===== src/sv/sds_pkg.sv =====
// Shared types, codes and helper functions for the staged deploy sequencer.
package sds_pkg;

    // Sequencer modes, as reported on the fsm_state output
    typedef enum logic [2:0] {
        MODE_IDLE     = 3'd0,
        MODE_ARMED    = 3'd1,
        MODE_S1       = 3'd2,
        MODE_S2       = 3'd3,
        MODE_S3       = 3'd4,
        MODE_DEPLOYED = 3'd5,
        MODE_MANUAL   = 3'd6
    } t_mode;

    // Input opcodes; code seven is unused and leaves the state alone
    typedef enum logic [2:0] {
        OP_TICK         = 3'd0,
        OP_ARM          = 3'd1,
        OP_DISARM       = 3'd2,
        OP_ENTER_MANUAL = 3'd3,
        OP_EXIT_MANUAL  = 3'd4,
        OP_FORCE_OPEN   = 3'd5,
        OP_FORCE_CLOSE  = 3'd6
    } t_op;

    // Actuator drive codes
    typedef enum logic [1:0] {
        ACT_NONE  = 2'd0,
        ACT_OPEN  = 2'd1,
        ACT_CLOSE = 2'd2
    } t_act;

    // Configuration register indexes
    localparam logic [1:0] CFG_STAGE1_ETA    = 2'd0;
    localparam logic [1:0] CFG_STAGE2_ETA    = 2'd1;
    localparam logic [1:0] CFG_STAGE3_ETA    = 2'd2;
    localparam logic [1:0] CFG_FINAL_TIMEOUT = 2'd3;

    // Configuration reset values (ms)
    localparam logic [15:0] STAGE1_ETA_RST    = 16'd3000;
    localparam logic [15:0] STAGE2_ETA_RST    = 16'd2000;
    localparam logic [15:0] STAGE3_ETA_RST    = 16'd1000;
    localparam logic [15:0] FINAL_TIMEOUT_RST = 16'd3000;

    typedef struct packed {
        logic [15:0] stage1_eta_ms;
        logic [15:0] stage2_eta_ms;
        logic [15:0] stage3_eta_ms;
        logic [15:0] final_timeout_ms;
    } t_cfg;

    // One input beat
    typedef struct packed {
        logic [2:0]         op;
        logic [31:0]        now_ms;
        logic signed [31:0] apogee_eta_ms;
        logic signed [23:0] climb_rate_mm_s;
        logic [1:0]         batch_sel;
    } t_item;

    // Sequencer state carried from beat to beat
    typedef struct packed {
        t_mode       mode;
        logic        entry_done;
        logic [1:0]  stage_count;
        logic [2:0]  open_bits;
        logic [31:0] entry_time;
    } t_state;

    // One result beat
    typedef struct packed {
        t_mode      fsm_state;
        logic [1:0] deployed_count;
        logic [2:0] open_mask;
        t_act       actuate;
        logic [1:0] actuate_batch;
        logic       rejected;
    } t_result;

    // True when 0 < eta <= thr, eta signed, thr unsigned 16 bit
    function automatic logic in_window(logic [31:0] eta, logic [15:0] thr);
        return !eta[31] && (eta != 32'd0) && (eta[31:16] == 16'd0) &&
               (eta[15:0] <= thr);
    endfunction

    // One-hot bit for batch one to three; batch zero gives no bit
    function automatic logic [2:0] batch_bit(logic [1:0] batch);
        logic [2:0] bits;
        case (batch)
            2'd1:    bits = 3'b001;
            2'd2:    bits = 3'b010;
            2'd3:    bits = 3'b100;
            default: bits = 3'b000;
        endcase
        return bits;
    endfunction

endpackage


===== src/sv/staged_deploy_sequencer.sv =====
// A beat is captured in the input register and moves on to the result register once that has room.
// Throughput: one beat per cycle while results drain; with a result waiting, one more
// beat is held in the input register and then the input stalls until the result goes.
// The per-beat work is one pass of compare/subtract logic between the two registers.
// Reset (synchronous, active low) empties both registers, puts the sequencer in idle
// with all batches closed and loads the default thresholds and timeout.
module staged_deploy_sequencer (
    input  logic               i_clk,
    input  logic               i_rst_n,
    input  logic               i_in_valid,
    output logic               o_in_ready,
    input  logic [2:0]         i_op,
    input  logic [31:0]        i_now_ms,
    input  logic signed [31:0] i_apogee_eta_ms,
    input  logic signed [23:0] i_climb_rate_mm_s,
    input  logic [1:0]         i_batch_sel,
    output logic               o_out_valid,
    input  logic               i_out_ready,
    output logic [2:0]         o_fsm_state,
    output logic [1:0]         o_deployed_count,
    output logic [2:0]         o_open_mask,
    output logic [1:0]         o_actuate,
    output logic [1:0]         o_actuate_batch,
    output logic               o_rejected,
    input  logic               i_cfg_we,
    input  logic [1:0]         i_cfg_index,
    input  logic [15:0]        i_cfg_wdata
);

    sds_pkg::t_cfg    cfg;
    sds_pkg::t_item   r_in;
    logic             r_in_valid;
    sds_pkg::t_state  r_state;
    sds_pkg::t_state  n_state;
    sds_pkg::t_result r_out;
    sds_pkg::t_result n_out;
    logic             r_out_valid;
    logic             advance;

    // Configuration registers
    sds_cfg_regs u_cfg (
        .i_clk       (i_clk),
        .i_rst_n     (i_rst_n),
        .i_cfg_we    (i_cfg_we),
        .i_cfg_index (i_cfg_index),
        .i_cfg_wdata (i_cfg_wdata),
        .o_cfg       (cfg)
    );

    // Move the held beat into the result register when it has room
    assign advance    = r_in_valid && (!r_out_valid || i_out_ready);
    assign o_in_ready = !r_in_valid || advance;

    // Capture the input beat
    always_ff @(posedge i_clk) begin
        if (!i_rst_n) begin
            r_in_valid <= 1'b0;
        end else if (o_in_ready) begin
            r_in_valid <= i_in_valid;
        end
    end

    always_ff @(posedge i_clk) begin
        if (o_in_ready && i_in_valid) begin
            r_in.op              <= i_op;
            r_in.now_ms          <= i_now_ms;
            r_in.apogee_eta_ms   <= i_apogee_eta_ms;
            r_in.climb_rate_mm_s <= i_climb_rate_mm_s;
            r_in.batch_sel       <= i_batch_sel;
        end
    end

    // Sequencer step
    sds_step u_step (
        .i_state  (r_state),
        .i_cfg    (cfg),
        .i_item   (r_in),
        .o_state  (n_state),
        .o_result (n_out)
    );

    // Hold the sequencer state; update it as each beat passes
    always_ff @(posedge i_clk) begin
        if (!i_rst_n) begin
            r_state.mode        <= sds_pkg::MODE_IDLE;
            r_state.entry_done  <= 1'b0;
            r_state.stage_count <= 2'd0;
            r_state.open_bits   <= 3'd0;
            r_state.entry_time  <= 32'd0;
        end else if (advance) begin
            r_state <= n_state;
        end
    end

    // Result register
    always_ff @(posedge i_clk) begin
        if (!i_rst_n) begin
            r_out_valid <= 1'b0;
        end else if (advance) begin
            r_out_valid <= 1'b1;
        end else if (i_out_ready) begin
            r_out_valid <= 1'b0;
        end
    end

    always_ff @(posedge i_clk) begin
        if (advance) begin
            r_out <= n_out;
        end
    end

    assign o_out_valid      = r_out_valid;
    assign o_fsm_state      = 3'(r_out.fsm_state);
    assign o_deployed_count = r_out.deployed_count;
    assign o_open_mask      = r_out.open_mask;
    assign o_actuate        = 2'(r_out.actuate);
    assign o_actuate_batch  = r_out.actuate_batch;
    assign o_rejected       = r_out.rejected;

    // Idle always means no stage counted and every batch closed
    a_idle_clean: assert property (@(posedge i_clk) disable iff (!i_rst_n)
        (r_state.mode == sds_pkg::MODE_IDLE) |->
            (r_state.stage_count == 2'd0 && r_state.open_bits == 3'd0))
        else $error("idle mode with stage count or open batches");

    // A rejected force drives nothing
    a_reject_quiet: assert property (@(posedge i_clk) disable iff (!i_rst_n)
        (o_out_valid && o_rejected) |->
            (o_actuate == 2'(sds_pkg::ACT_NONE) && o_actuate_batch == 2'd0))
        else $error("rejected beat drives the actuator");

    // An open drive always leaves its batch open
    a_open_sets_bit: assert property (@(posedge i_clk) disable iff (!i_rst_n)
        (o_out_valid && o_actuate == 2'(sds_pkg::ACT_OPEN)) |->
            ((o_open_mask & sds_pkg::batch_bit(o_actuate_batch)) != 3'd0))
        else $error("open drive without open batch bit");

    // A result appears only after a beat went through the sequencer
    a_out_from_beat: assert property (@(posedge i_clk) disable iff (!i_rst_n)
        $rose(o_out_valid) |-> $past(r_in_valid))
        else $error("result appeared without an input beat");

endmodule


===== src/sv/sds_cfg_regs.sv =====
// Configuration register file: thresholds and final timeout.
module sds_cfg_regs (
    input  logic                i_clk,
    input  logic                i_rst_n,
    input  logic                i_cfg_we,
    input  logic [1:0]          i_cfg_index,
    input  logic [15:0]         i_cfg_wdata,
    output sds_pkg::t_cfg       o_cfg
);

    sds_pkg::t_cfg r_cfg;
    sds_pkg::t_cfg n_cfg;

    // Decode the write
    always_comb begin
        n_cfg = r_cfg;
        if (i_cfg_we) begin
            case (i_cfg_index)
                sds_pkg::CFG_STAGE1_ETA:    n_cfg.stage1_eta_ms    = i_cfg_wdata;
                sds_pkg::CFG_STAGE2_ETA:    n_cfg.stage2_eta_ms    = i_cfg_wdata;
                sds_pkg::CFG_STAGE3_ETA:    n_cfg.stage3_eta_ms    = i_cfg_wdata;
                sds_pkg::CFG_FINAL_TIMEOUT: n_cfg.final_timeout_ms = i_cfg_wdata;
                default:                    n_cfg = r_cfg;
            endcase
        end
    end

    // Hold the registers; reset loads the defaults
    always_ff @(posedge i_clk) begin
        if (!i_rst_n) begin
            r_cfg.stage1_eta_ms    <= sds_pkg::STAGE1_ETA_RST;
            r_cfg.stage2_eta_ms    <= sds_pkg::STAGE2_ETA_RST;
            r_cfg.stage3_eta_ms    <= sds_pkg::STAGE3_ETA_RST;
            r_cfg.final_timeout_ms <= sds_pkg::FINAL_TIMEOUT_RST;
        end else begin
            r_cfg <= n_cfg;
        end
    end

    assign o_cfg = r_cfg;

endmodule


===== src/sv/sds_step.sv =====
// Next-state and result logic for one beat of the deploy sequencer.
module sds_step (
    input  sds_pkg::t_state  i_state,
    input  sds_pkg::t_cfg    i_cfg,
    input  sds_pkg::t_item   i_item,
    output sds_pkg::t_state  o_state,
    output sds_pkg::t_result o_result
);

    sds_pkg::t_state n_st;
    sds_pkg::t_act   act;
    logic [1:0]      act_batch;
    logic            rej;
    logic            climb_le0;
    logic [1:0]      stage_batch;
    logic [31:0]     elapsed;
    logic            force_ok;

    // Climb rate zero or negative
    assign climb_le0 = (i_item.climb_rate_mm_s == 24'sd0) || i_item.climb_rate_mm_s[23];

    // Batch opened by the current stage's entry action
    always_comb begin
        case (i_state.mode)
            sds_pkg::MODE_S1: stage_batch = 2'd1;
            sds_pkg::MODE_S2: stage_batch = 2'd2;
            sds_pkg::MODE_S3: stage_batch = 2'd3;
            default:          stage_batch = 2'd0;
        endcase
    end

    assign force_ok = (i_state.mode == sds_pkg::MODE_MANUAL) && (i_item.batch_sel != 2'd0);

    always_comb begin
        n_st      = i_state;
        act       = sds_pkg::ACT_NONE;
        act_batch = 2'd0;
        rej       = 1'b0;
        elapsed   = 32'd0;
        case (sds_pkg::t_op'(i_item.op))
            sds_pkg::OP_TICK: begin
                // Run the entry bookkeeping first
                if (!i_state.entry_done) begin
                    n_st.entry_done = 1'b1;
                    n_st.entry_time = i_item.now_ms;
                    if (i_state.mode == sds_pkg::MODE_IDLE) begin
                        n_st.stage_count = 2'd0;
                    end
                    if (stage_batch != 2'd0) begin
                        n_st.stage_count = stage_batch;
                        n_st.open_bits   = i_state.open_bits | sds_pkg::batch_bit(stage_batch);
                        act              = sds_pkg::ACT_OPEN;
                        act_batch        = stage_batch;
                    end
                end
                // Then advance the mode
                case (i_state.mode)
                    sds_pkg::MODE_IDLE, sds_pkg::MODE_DEPLOYED, sds_pkg::MODE_MANUAL: begin
                    end
                    sds_pkg::MODE_ARMED: begin
                        if (sds_pkg::in_window(i_item.apogee_eta_ms, i_cfg.stage1_eta_ms)) begin
                            n_st.mode       = sds_pkg::MODE_S1;
                            n_st.entry_done = 1'b0;
                        end
                    end
                    sds_pkg::MODE_S1: begin
                        if (sds_pkg::in_window(i_item.apogee_eta_ms, i_cfg.stage2_eta_ms)) begin
                            n_st.mode       = sds_pkg::MODE_S2;
                            n_st.entry_done = 1'b0;
                        end
                    end
                    sds_pkg::MODE_S2: begin
                        if (sds_pkg::in_window(i_item.apogee_eta_ms, i_cfg.stage3_eta_ms)) begin
                            n_st.mode       = sds_pkg::MODE_S3;
                            n_st.entry_done = 1'b0;
                        end
                    end
                    sds_pkg::MODE_S3: begin
                        // Elapsed time since stage three entry, against the updated entry time
                        elapsed = i_item.now_ms - n_st.entry_time;
                        if (climb_le0 || (elapsed >= {16'd0, i_cfg.final_timeout_ms})) begin
                            n_st.mode       = sds_pkg::MODE_DEPLOYED;
                            n_st.entry_done = 1'b0;
                        end
                    end
                    default: begin
                        // Unknown mode: drop back to idle
                        n_st            = i_state;
                        n_st.mode       = sds_pkg::MODE_IDLE;
                        n_st.entry_done = 1'b0;
                        n_st.stage_count = 2'd0;
                        n_st.open_bits  = 3'd0;
                        act             = sds_pkg::ACT_NONE;
                        act_batch       = 2'd0;
                    end
                endcase
            end
            sds_pkg::OP_ARM: begin
                n_st.mode       = sds_pkg::MODE_ARMED;
                n_st.entry_done = 1'b0;
            end
            sds_pkg::OP_ENTER_MANUAL: begin
                n_st.mode       = sds_pkg::MODE_MANUAL;
                n_st.entry_done = 1'b0;
            end
            sds_pkg::OP_DISARM, sds_pkg::OP_EXIT_MANUAL: begin
                n_st.mode        = sds_pkg::MODE_IDLE;
                n_st.entry_done  = 1'b0;
                n_st.stage_count = 2'd0;
                n_st.open_bits   = 3'd0;
            end
            sds_pkg::OP_FORCE_OPEN: begin
                if (force_ok) begin
                    n_st.open_bits = i_state.open_bits | sds_pkg::batch_bit(i_item.batch_sel);
                    act            = sds_pkg::ACT_OPEN;
                    act_batch      = i_item.batch_sel;
                end else begin
                    rej = 1'b1;
                end
            end
            sds_pkg::OP_FORCE_CLOSE: begin
                if (force_ok) begin
                    n_st.open_bits = i_state.open_bits & ~sds_pkg::batch_bit(i_item.batch_sel);
                    act            = sds_pkg::ACT_CLOSE;
                    act_batch      = i_item.batch_sel;
                end else begin
                    rej = 1'b1;
                end
            end
            default: begin
                // Unused opcode: hold the state, report it with no drive
            end
        endcase
    end

    assign o_state                 = n_st;
    assign o_result.fsm_state      = n_st.mode;
    assign o_result.deployed_count = n_st.stage_count;
    assign o_result.open_mask      = n_st.open_bits;
    assign o_result.actuate        = act;
    assign o_result.actuate_batch  = act_batch;
    assign o_result.rejected       = rej;

endmodule


===== config.mk =====
export PLATFORM = sky130hd
export DESIGN_NAME = staged_deploy_sequencer
export DESIGN_NICKNAME = d
export VERILOG_FILES = /design/src/sv/sds_pkg.sv /design/src/sv/staged_deploy_sequencer.sv /design/src/sv/sds_cfg_regs.sv /design/src/sv/sds_step.sv
export SDC_FILE = /design/constraint.sdc
export NUM_CORES = 1
export LEC_CHECK = 0
export BUFFER_PORTS_ARGS = -buffer_cell sky130_fd_sc_hd__buf_2
export CORE_ASPECT_RATIO = 0.8
export CORE_MARGIN = 8
export CORE_UTILIZATION = 45
export DETAILED_ROUTE_END_ITERATION = 7
export PLACE_DENSITY = 0.72
export SLEW_MARGIN = 20
export SYNTH_ARGS = -nofsm -noshare
export SYNTH_HDL_FRONTEND = slang
export SYNTH_SLANG_ARGS = --single-unit

===== constraint.sdc =====
create_clock -name i_clk -period 7.9 [get_ports i_clk]
set_input_delay 1.185 -clock i_clk [delete_from_list [all_inputs] [get_ports i_clk]]
set_output_delay 1.185 -clock i_clk [all_outputs]
set_load 0.05 [all_outputs]

# Yosys cells after proc, flatten, opt, wreduce, memory -nomap -nowiden
# Index checks and enable logic that the tools add are counted.
# totals
register_bits,213
out_inout_bits,15
wordCells,125
# op_classes
add_sub_neg,1
n_lt_le_gt_ge,4
n_eq_ne,21
n_mux,38
bitwise_logic,4
reduce_logical,35
# op_table
op,n
$mux W37,2
$le A16 B16 Y1,3
$mux W38,1
$ge A32 B16 Y1,1
$reduce_bool A32 Y1,1
$sub A32 B32 Y32,1
$logic_not A24 Y1,1
$mux W3,8
$pmux W4 S5,1
$eq A3 B3 Y1 const B,6
$pmux W3 S3,2
$logic_not A16 Y1,1
$mux W2,8
$mux W4,4
$pmux W4 S4,1
$eq A2 B2 Y1 const B,6
$eq A3 B2 Y1 const B,4
$pmux W2 S3,2
$pmux W3 S4,1
$reduce_and A2 Y1,5
$logic_and A1 B1 Y1,8
$pmux W2 S2,2
$reduce_or A7 Y1,1
$eq A2 B1 Y1 const B,3
15 further kinds,30

# Depth between registers and ports, before layout
# depth
word_depth,17
depth_mapped,23
depth_no_buf,22

# By module
# From an unflattened synthesis, not the netlist that was laid out.
# unflattened
hier_cells,1282
area_unflattened_um2,12428.2
# modules_own_cells
module,instances,cells_each,area_each_um2,seq_area_each_um2
sds_step,1,752,5002.3,0.0
staged_deploy_sequencer,1,293,4947.2,4043.9
sds_cfg_regs,1,237,2478.6,1281.2

# Least setup slack after synthesis
# Ideal clock, no wire load.
# synth_timing
kind,register to register
start,register r_state[37] (netlist bit)
end,register r_out (netlist bit o_fsm_state[0]) (data pin)
setup_time_ns,0.263
arrival_time_ns,4.681
t_required_ns,7.637
setup_slack_ns,2.956
path_stages_with_launch,23
path_buffers,2
cell_sequence,dfxtp_1 > clkbuf_1 > clkbuf_1 > mux2i_1 > ha_1 > a21oi_1 > nand2_1 > o21a_1 > a31oi_1 > o21ai_0 > a21o_1 > a21oi_1 > xnor2_1 > ha_1 > a311o_1 > nor3_2 > o2111ai_1 > nor4_2 > o2111ai_1 > nor4_2 > a31oi_1 > o32ai_2 > a21oi_1
# synth_rtl
element,line,source
from (decl),staged_deploy_sequencer.sv:33,sds_pkg::t_state r_state;
from (signal assigned),staged_deploy_sequencer.sv:91,r_state <= n_state;
to (signal assigned),staged_deploy_sequencer.sv:108,r_out <= n_out;
to (decl),staged_deploy_sequencer.sv:35,sds_pkg::t_result r_out;

==> out/results.tsv <==
stage	metric	value	unit
yosys	synthesis.area	0.0113	sq mm
power	fin_total_pwr	2.85	mW
sta	hold_viol	0	
yosys	yosys.area.top_type	edfxtp_1	
route	vias	8668	
yosys	synth_edf_count	106	
yosys	synthCells	1135	
worst_setup_path	cp_cell_sequence	mux2i_1, ha_1, a21oi_1, nand2_1, o21a_1, a31oi_1, o21ai_0, a21o_1, a21oi_1, xnor2_1, ha_1, a311o_1, nor3_2, o2111ai_1, nor4_2, o2111ai_1, nor4_2, a31oi_1, o32ai_2, a21oi_1	
placement	dp_hpwl	19200	microns
sta	setup_violations	0	
floorplanning	std_cell_rows	52	
worst_setup_path	critPathKind	reg2reg	
placement	place.gp.congestion	0.878	
sta	fmax	196	MHz
clocking	htreeDepth	1	
floorplanning	start_util	45.2	%
worst_setup_path	crit_family	compound AO/OA/AOI/OAI gates	
status	status	finished clean	
floorplanning	coreArea	0.0250	sq mm
sta	worstMarginPinSlew	1.11	ns
worst_setup_path	slowest_stage	dfxtp_2	
min_path	hold_class	reg2reg	
route	met3_length	1530	microns
worst_setup_path	slowest_delay	0.66	ns
yosys	yosys_warnings	0	
yosys	synth_nets	1349	
clocking	ctsHoldBuffers	0	
clocking	clkSinkCount	213	
job	maxCapViolCount	0	
sta	period_needed	5.10	ns
sta	slew_headroom	25.9	%
yosys	synth-seq-area-share	47.0	%
clocking	cts_tree	built	
worst_setup_path	cp-end-kind	flop	
yosys	ys_types	61	
yosys	synth_common_cells	178 x nand2_1, 107 x dfxtp_1, 106 x edfxtp_1, 97 x ha_1, 74 x inv_1	
global_routing	grt_max_degree	109	
floorplanning	die_h	158	microns
yosys	ys_async_sr_fraction	0	%
sta	setup_tns	0	ns
worst_setup_path	crit_arrival	5.36	ns
route	wl_met2	11400	microns
cells_and_area	layout-area-overhead-vs-synth	15.5	%
floorplanning	die_area	0.0305	sq mm
global_routing	grt_pass1_vias	8306	
yosys	synth_top_cell_area_share	28.1	%
yosys	synth_most_common_cell	nand2_1	
route	vias_per_cell	5.47	
floorplanning	ios	131	
worst_setup_path	critPathMaxFanout	18	
sta	slew_viol_final	0	
global_routing	overflow	0	
clocking	cts_resized	0	
cells_and_area	antennaDiodeCount	0	
clocking	clockBufferDepth	3	
route	drt_iter0_markers	542	
route	top_layer	met4	
cells_and_area	drive_above_1_share	15.5	%
worst_setup_path	start_kind	flop	
power	p_leak	5.67	nW
clocking	cts_setup_buffers	0	
floorplanning	die_w	193	microns
route	wl_met1	12600	microns
global_routing	grt_pass1_wl	42600	microns
cells_and_area	nNetsFinal	1457	
global_routing	antenna_found_initial	0	
global_routing	grt_use_total	16.8	%
yosys	synth_ff_type	dfxtp_1	
route	wl_per_cell	16.5	microns
route	wirelength	26200	microns
clocking	clkTransAtPathRegs	0.06	ns
sta	hold-worst-slack	0.467	ns
power	max-vdd-ir-drop	0.170	mV
worst_setup_path	crit_buf_inv	0	
cells_and_area	nFillCells	2256	
clocking	clk_latency	0.52	ns
route	firstDrtPassIters	5	
sta	rsz0062_at_grt	false	
sta	fin_crit_sh	64.5	%
yosys	ys_ff_latch	213	
yosys	synth.avg_cell_area	9.98	sq um
clocking	clockRootBuffer	clkbuf_16	
sta	fin_worst_skew	0.0142	ns
route	drc	0	
yosys	ys_top_cells_by_area	edfxtp_1 28%, dfxtp_1 19%, ha_1 11%	
worst_setup_path	crit_top_cell	a21oi_1	
clocking	cts_buffers	24	
route	ant_nets	0	
power	power_density	218	mW/mm^2
placement	port_buffers	130	
worst_setup_path	cp.required	8.16	ns
[flip-flops by register name, summed over array words and instances (netlist names)]
signal,flops
o_out_valid,1
o_open_mask,3
o_deployed_count,2
r_state,41
o_rejected,1
r_in_valid,1
o_actuate,2
o_fsm_state,3
o_actuate_batch,2
r_in,93
u_cfg.o_cfg,64
[worst min-delay path: cells and delay by family (launching register included)]
family,cells,cell delay [ns]
simple gates,1,0.05
flops,1,0.31
compound gates,1,0.06
[power breakdown]
group          switching (mW)  internal (mW)  total [mW]  leakage, nW
Sequential             0.0309           1.22        1.25         1.90
Clock                   0.445          0.745        1.19        0.425
Combinational           0.245          0.166       0.411         3.35
[cell families after synthesis]
| kind of cell | share of synthesized area [%] |
|---|---|
| DFF | 47.0 |
| adders and majority gates | 10.9 |
| xor gates and xnor gates | 1.85 |
| buffers and inverters | 4.39 |
| AOI/OAI and AO/OA | 18.5 |
| and+or+nand+nor | 14.4 |
| muxes | 3.00 |
[per-stage QoR]
| stage | setup WS [ns] | utilization (%) | cells | instance area (sq um) |
|---|---|---|---|---|
| 2_1_floorplan | 2.96 | - | 1135 | 11300 |
| 3_5_place_dp | 2.84 | 48.8 | 1541 | 12200 |
| 3_3_place_gp | 2.99 | 48.8 | 1541 | 12200 |
| 6_report | 2.80 | 52.3 | 1585 | 13100 |
| 5_1_grt | 2.34 | 52.3 | 1585 | 13100 |
| 4_1_cts | 2.80 | 52.3 | 1585 | 13100 |
[layer usage]
| layer | GRT usage [%] | vias up |
|---|---|---|
| met5 | 0 | - |
| met4 | 4.35 | 0 |
| met3 | 3.53 | 40 |
| met2 | 26.6 | 267 |
| met1 | 23.0 | 4019 |
| li1 | - | 4342 |
[area by class of cell]
class | count | area, sq um | area share (%)
Sequential cell | 213 | 5330 | 40.7
Clock buffer | 35 | 738 | 5.64
Timing Repair Buffer | 136 | 696 | 5.31
Tap cell | 324 | 405 | 3.10
Clock inverter | 9 | 121 | 0.927
Multi-Input combinational cell | 794 | 5520 | 42.2
Inverter | 74 | 278 | 2.12
[final timing paths]
path,start,to,slack [ns],cells past startpoint
hold reg to reg,u_cfg.o_cfg[58],u_cfg.o_cfg[58],0.47,2
setup / recovery,r_state[37],o_fsm_state[0],2.80,20
hold / removal,u_cfg.o_cfg[58],u_cfg.o_cfg[58],0.47,2
setup reg to reg,r_state[37],o_fsm_state[0],2.80,20
[placed cells by master (no fill, tap or decap), drive strengths merged, types with 16 or more instances in the layout]
cell,count
o211ai,31
a21boi,39
nand4,21
inv,76
buf,136
nand2b,18
a21oi,59
a21o,30
o211a,34
nor3,16
edfxtp,106
xnor2,17
mux2i,34
clkbuf,35
nand2,179
ha,97
o21ai,33
nor4,18
nor2,39
dfxtp,107
(Power assumes the default switching activity.)
